File: src/rtl/core/gbi_pkg.sv
// ----------------------------------------------------------------------------
// Grid bilinear interpolator package
// Sizes, codes and the controller/datapath link types.
// ----------------------------------------------------------------------------
package gbi_pkg;

    localparam int MAX_COLS    = 64;
    localparam int MAX_ROWS    = 64;
    localparam int FRAC_BITS   = 16;
    localparam int VALUE_WIDTH = 32;
    localparam int GRID_DEPTH  = MAX_ROWS * MAX_COLS;

    localparam int IN_VALUE_W  = 32;
    localparam int OUT_VALUE_W = 32;
    localparam int LOAD_IDX_W  = 12;
    localparam int POS_W       = 22;
    localparam int INT_W       = POS_W - FRAC_BITS;
    localparam int DIM_W       = 7;
    localparam int CFG_IDX_W   = 1;
    localparam int ADDR_W      = $clog2(GRID_DEPTH);
    localparam int WTERM_W     = FRAC_BITS + 1;
    localparam int WGT_W       = 2 * FRAC_BITS + 1;
    localparam int PROD_W      = VALUE_WIDTH + WGT_W + 1;
    localparam int ACC_W       = PROD_W;
    localparam int SUM_W       = 2 * DIM_W + 1;

    localparam logic [0:0] KIND_LOAD  = 1'b0;
    localparam logic [0:0] KIND_QUERY = 1'b1;

    localparam logic [CFG_IDX_W-1:0] REG_NUM_COLS = 1'b0;
    localparam logic [CFG_IDX_W-1:0] REG_NUM_ROWS = 1'b1;

    localparam logic [DIM_W-1:0] DIM_RESET = 7'd64;

    typedef struct packed {
        logic       start;
        logic       write;
        logic       issue;
        logic [1:0] nbr;
        logic       load_out;
    } t_cmd;

    typedef struct packed {
        logic oor_in;
    } t_status;

endpackage

File: src/rtl/core/gbi_ctrl.sv
// ----------------------------------------------------------------------------
// Grid bilinear interpolator controller
// Sequences loads, the four neighbor reads of a query and the result word.
// ----------------------------------------------------------------------------
module gbi_ctrl (
    input  logic             i_clk,
    input  logic             i_rst_n,
    input  logic             i_in_valid,
    input  logic             i_in_kind,
    output logic             o_in_ready,
    input  logic             i_out_ready,
    output logic             o_out_valid,
    input  gbi_pkg::t_status i_status,
    output gbi_pkg::t_cmd    o_cmd
);

    typedef enum logic [3:0] {
        S_IDLE  = 4'b0001,
        S_READ  = 4'b0010,
        S_DRAIN = 4'b0100,
        S_FIN   = 4'b1000
    } t_state;

    t_state     r_state, n_state;
    logic [1:0] r_cnt, n_cnt;
    logic       r_out_valid, n_out_valid;
    logic       in_acc;

    assign o_in_ready  = (r_state == S_IDLE);
    assign o_out_valid = r_out_valid;
    assign in_acc      = i_in_valid && o_in_ready;

    always_comb begin
        n_state     = r_state;
        n_cnt       = r_cnt;
        n_out_valid = r_out_valid && !i_out_ready;
        o_cmd       = '0;
        o_cmd.nbr   = r_cnt;
        case (r_state)
            S_IDLE: begin
                if (in_acc) begin
                    if (i_in_kind == gbi_pkg::KIND_LOAD) begin
                        o_cmd.write = 1'b1;
                    end else begin
                        o_cmd.start = 1'b1;
                        n_cnt       = 2'd0;
                        n_state     = i_status.oor_in ? S_FIN : S_READ;
                    end
                end
            end
            S_READ: begin
                o_cmd.issue = 1'b1;
                n_cnt       = r_cnt + 2'd1;
                if (r_cnt == 2'd3) begin
                    n_state = S_DRAIN;
                end
            end
            S_DRAIN: begin
                n_cnt = r_cnt + 2'd1;
                if (r_cnt == 2'd1) begin
                    n_state = S_FIN;
                end
            end
            S_FIN: begin
                if (!r_out_valid || i_out_ready) begin
                    o_cmd.load_out = 1'b1;
                    n_out_valid    = 1'b1;
                    n_state        = S_IDLE;
                end
            end
            default: begin
                n_state = S_IDLE;
            end
        endcase
    end

    always_ff @(posedge i_clk) begin
        if (!i_rst_n) begin
            r_state     <= S_IDLE;
            r_cnt       <= 2'd0;
            r_out_valid <= 1'b0;
        end else begin
            r_state     <= n_state;
            r_cnt       <= n_cnt;
            r_out_valid <= n_out_valid;
        end
    end

endmodule

File: config.mk
export PLATFORM = sky130hd
export DESIGN_NAME = gbi_ctrl
export DESIGN_NICKNAME = d
export VERILOG_FILES = /design/src/rtl/core/gbi_pkg.sv /design/src/rtl/core/gbi_ctrl.sv
export SDC_FILE = /design/constraint.sdc
export NUM_CORES = 1
export LEC_CHECK = 0
export BUFFER_PORTS_ARGS = -buffer_cell sky130_fd_sc_hd__buf_2
export CORE_AREA = 2 2 39 41
export CTS_BUF_LIST = sky130_fd_sc_hd__clkbuf_4 sky130_fd_sc_hd__clkbuf_8
export CTS_CLUSTER_DIAMETER = 50
export DETAILED_ROUTE_END_ITERATION = 8
export DIE_AREA = 0 0 41 43
export GPL_TIMING_DRIVEN = 0
export PLACE_DENSITY_LB_ADDON = 0.05
export SLEW_MARGIN = 20
export SYNTH_ARGS = -nofsm -noshare
export SYNTH_HDL_FRONTEND = slang
export SYNTH_SLANG_ARGS = --single-unit
File: constraint.sdc
create_clock -name i_clk -period 2.55 [get_ports i_clk]
set_input_delay 0.51 -clock i_clk [delete_from_list [all_inputs] [get_ports i_clk]]
set_output_delay 0.51 -clock i_clk [all_outputs]
set_load 0.03 [all_outputs]
==> run summary <==
# hold bufs at CTS: 0
PD cells: 507 nW/um2
Avg Inst Size Synth: 8.11 um2
Gr usage total: 14.7%
CTS-repair resized insts: 0
Synth top area share: 32.0%
Worst Path Arrival: 1740 ps
R2R depth: 5
Worst Hold Launch: r_cnt[1]$_SDFFE_PN0P_
Dpl ws: 578 ps
Vias in the first global route: 399
Worst reg2reg startpoint: r_state[2]$_SDFFE_PN0P_
Wire per inst: 11.8 um
Yosys warning count: 0
Crit-path max FO: 9
Critical Path RT: 2040 ps
Total Nets Final: 80
Final setup viols: 0
Ys flop type: dfxtp_1
# clock sinks: 7
DRC: 0
Hold Path End: r_cnt[1]$_SDFFE_PN0P_
Setup bufs post-CTS: 0
Synthesized instance count: 54
RSZ-0062 raised after global routing: no
Synthesized Nets: 62
GPL Wtd Cong: 0.757
Die width: 41 um
DPL Wire Length: 731 um
Maximum vdd drop: 0.236 mV
Grt total ovfl: 0
Sequential area share after synthesis: 32.0%
Post-synth ARST share: 0%
Initial antenna violation count: 0
Slew HR: 70.8%
Fmax: 0.444 GHz
Startpoint Class: flip-flop
Leakage power: 0.000245 uW
Post-synth EDFFs: 0
Avg Vias per Cell: 5.15
Initial core utilization: 31.6%
Root Buffer: clkbuf_4
Tcrit/Tclk final: 88.3%
I/O pin count: 14
Vias: 448
Rows: 14
Antenna Cells: 0
Crit. End Element: output pin
Final hold viol count: 0
Slack of the critical path: 299 ps
CORE AREA: 1380 um2
Number of max-cap violations: 0
DRT iter0 DRCs: 7
First-pass GRT wire length: 1690 um
Largest area contributor in the netlist: dfxtp_1
Max Clock Skew: 5.94 ps
CTS tree: built
Crit path kind: reg -> out
Post-route ant nets: 0
Largest cells by area after synthesis: dfxtp_1 32%, ha_1 5.7%, inv_1 3.4%
Port Buffers: 13
Min Tclk post-route: 2250 ps
CTS max path bufs: 2
Die area: 1760 um2
Die Ht: 43 um
WL final: 1020 um
Hold Crit Depth: 2
Outcome: finished clean
CTS Buf Count: 3
Reg2Reg Setup Slack: 900 ps
Synthesis-to-finish area growth: 26.3%
Ratio of cells with drive above 1 in the final layout: 29.6%
Number of synthesized register bits: 7
Setup TNS: 0 ps
Skew-Pair Late Insertion Delay: 260 ps
Reg clk slew, reported paths: 60 ps
Drt pass-1 iters: 4
Least-Margin Pin Slew: 432 ps
Post-Syn Area: 438 um2
Slew Limit Fails: 0
Largest net degree at the start of global routing: 11
Yosys cell types: 31
R2r endpoint: r_state[1]$_SDFFE_PN0P_
Worst hold path class: reg -> reg
H-tree lvl count: 1
==> registers in the layout, summed over array words and instances (netlist names) <==
signal	cells
o_out_valid	1
r_cnt	2
r_state	4
==> routing by layer <==
layer  vias to the layer above  GRT usage (%)  share of wire [%]
met5                         -              0                  0
met4                         0           8.00                1.3
met3                         2           6.28                6.5
met2                        19           21.3                 47
met1                       197           17.4                 45
li1                        230              -                  -
==> per-stage QoR <==
step	hold slack, ps	instance area [um2]	instances	total power [uW]	util [%]
after floorplan	510	438	54	152	-
after global placement	507	523	83	168	37.8
after detailed placement	501	523	83	168	37.8
after CTS	512	553	87	282	40.0
after global routing	520	553	87	297	40.0
final	509	553	87	280	40.0
==> logic make-up (layout without fill, tap and decap cells) <==
kind of cell               after synthesis  after routing  synth area share, %
and+or+nand+nor                         25             25                 33.7
adders and majority gates                2              2                 5.71
AOI/OAI and AO/OA                       11             11                 17.4
DFF                                      7              7                 32.0
xor gates and xnor gates                 1              1                 2.00
buffers and inverters                    8             25                 9.14
==> Yosys cell counts, drive strengths merged (2+ instances only) <==
| master | n |
|---|---|
| buf | 3 |
| ha | 2 |
| a21oi | 2 |
| nand2b | 2 |
| o21ai | 2 |
| nor2 | 4 |
| nor2b | 2 |
| inv | 4 |
| nand2 | 4 |
| nor3 | 2 |
| dfxtp | 7 |
| nor3b | 2 |
==> power by group <==
part	internal (uW)	total (uW)	switching, uW
Sequential	112	115	2.05
Combinational	18.8	51.9	33.2
Clock	70.5	114	43.4
==> area by class of cell <==
cell class,instances,area (um2)
buffer,4,25.0
inverter,4,15.0
sequential,7,140
timing repair buffer,13,65.1
fill,159,831
clock buffer,4,30.0
tap,16,20.0
multi-input combinational,39,258
==> layout by cell type, fill, tap and decap left out, drive strengths merged, types with 2 or more instances in the layout <==
cell and n:
a21oi 2, buf 16, clkbuf 5, dfxtp 7, ha 2, inv 4, nand2 4, nand2b 2
nor2 4, nor2b 2, nor3 2, nor3b 2, o21ai 2
==> critical path, cell delays in order, from the launching register on <==
cell     delay, ps
dfxtp_1        300
buf_6          130
or4b_1         510
buf_2          160
nor3b_1        160
buf_2          220
==> worst max path at each step <==
| stage | start | endpoint | slack (ps) | cells past startpoint |
|---|---|---|---|---|
| floorplan | r_state[2]$_SDFFE_PN0P_ | o_cmd[4] | 250 | 4 |
| global placement | r_state[2]$_SDFFE_PN0P_ | o_cmd[4] | 590 | 5 |
| detailed placement | r_state[2]$_SDFFE_PN0P_ | o_cmd[4] | 580 | 5 |
| CTS | r_state[2]$_SDFFE_PN0P_ | o_cmd[4] | 300 | 5 |
| global route | r_state[2]$_SDFFE_PN0P_ | o_cmd[4] | 180 | 5 |
| finish | r_state[2]$_SDFFE_PN0P_ | o_cmd[4] | 300 | 5 |
(Power assumes the default switching activity.)
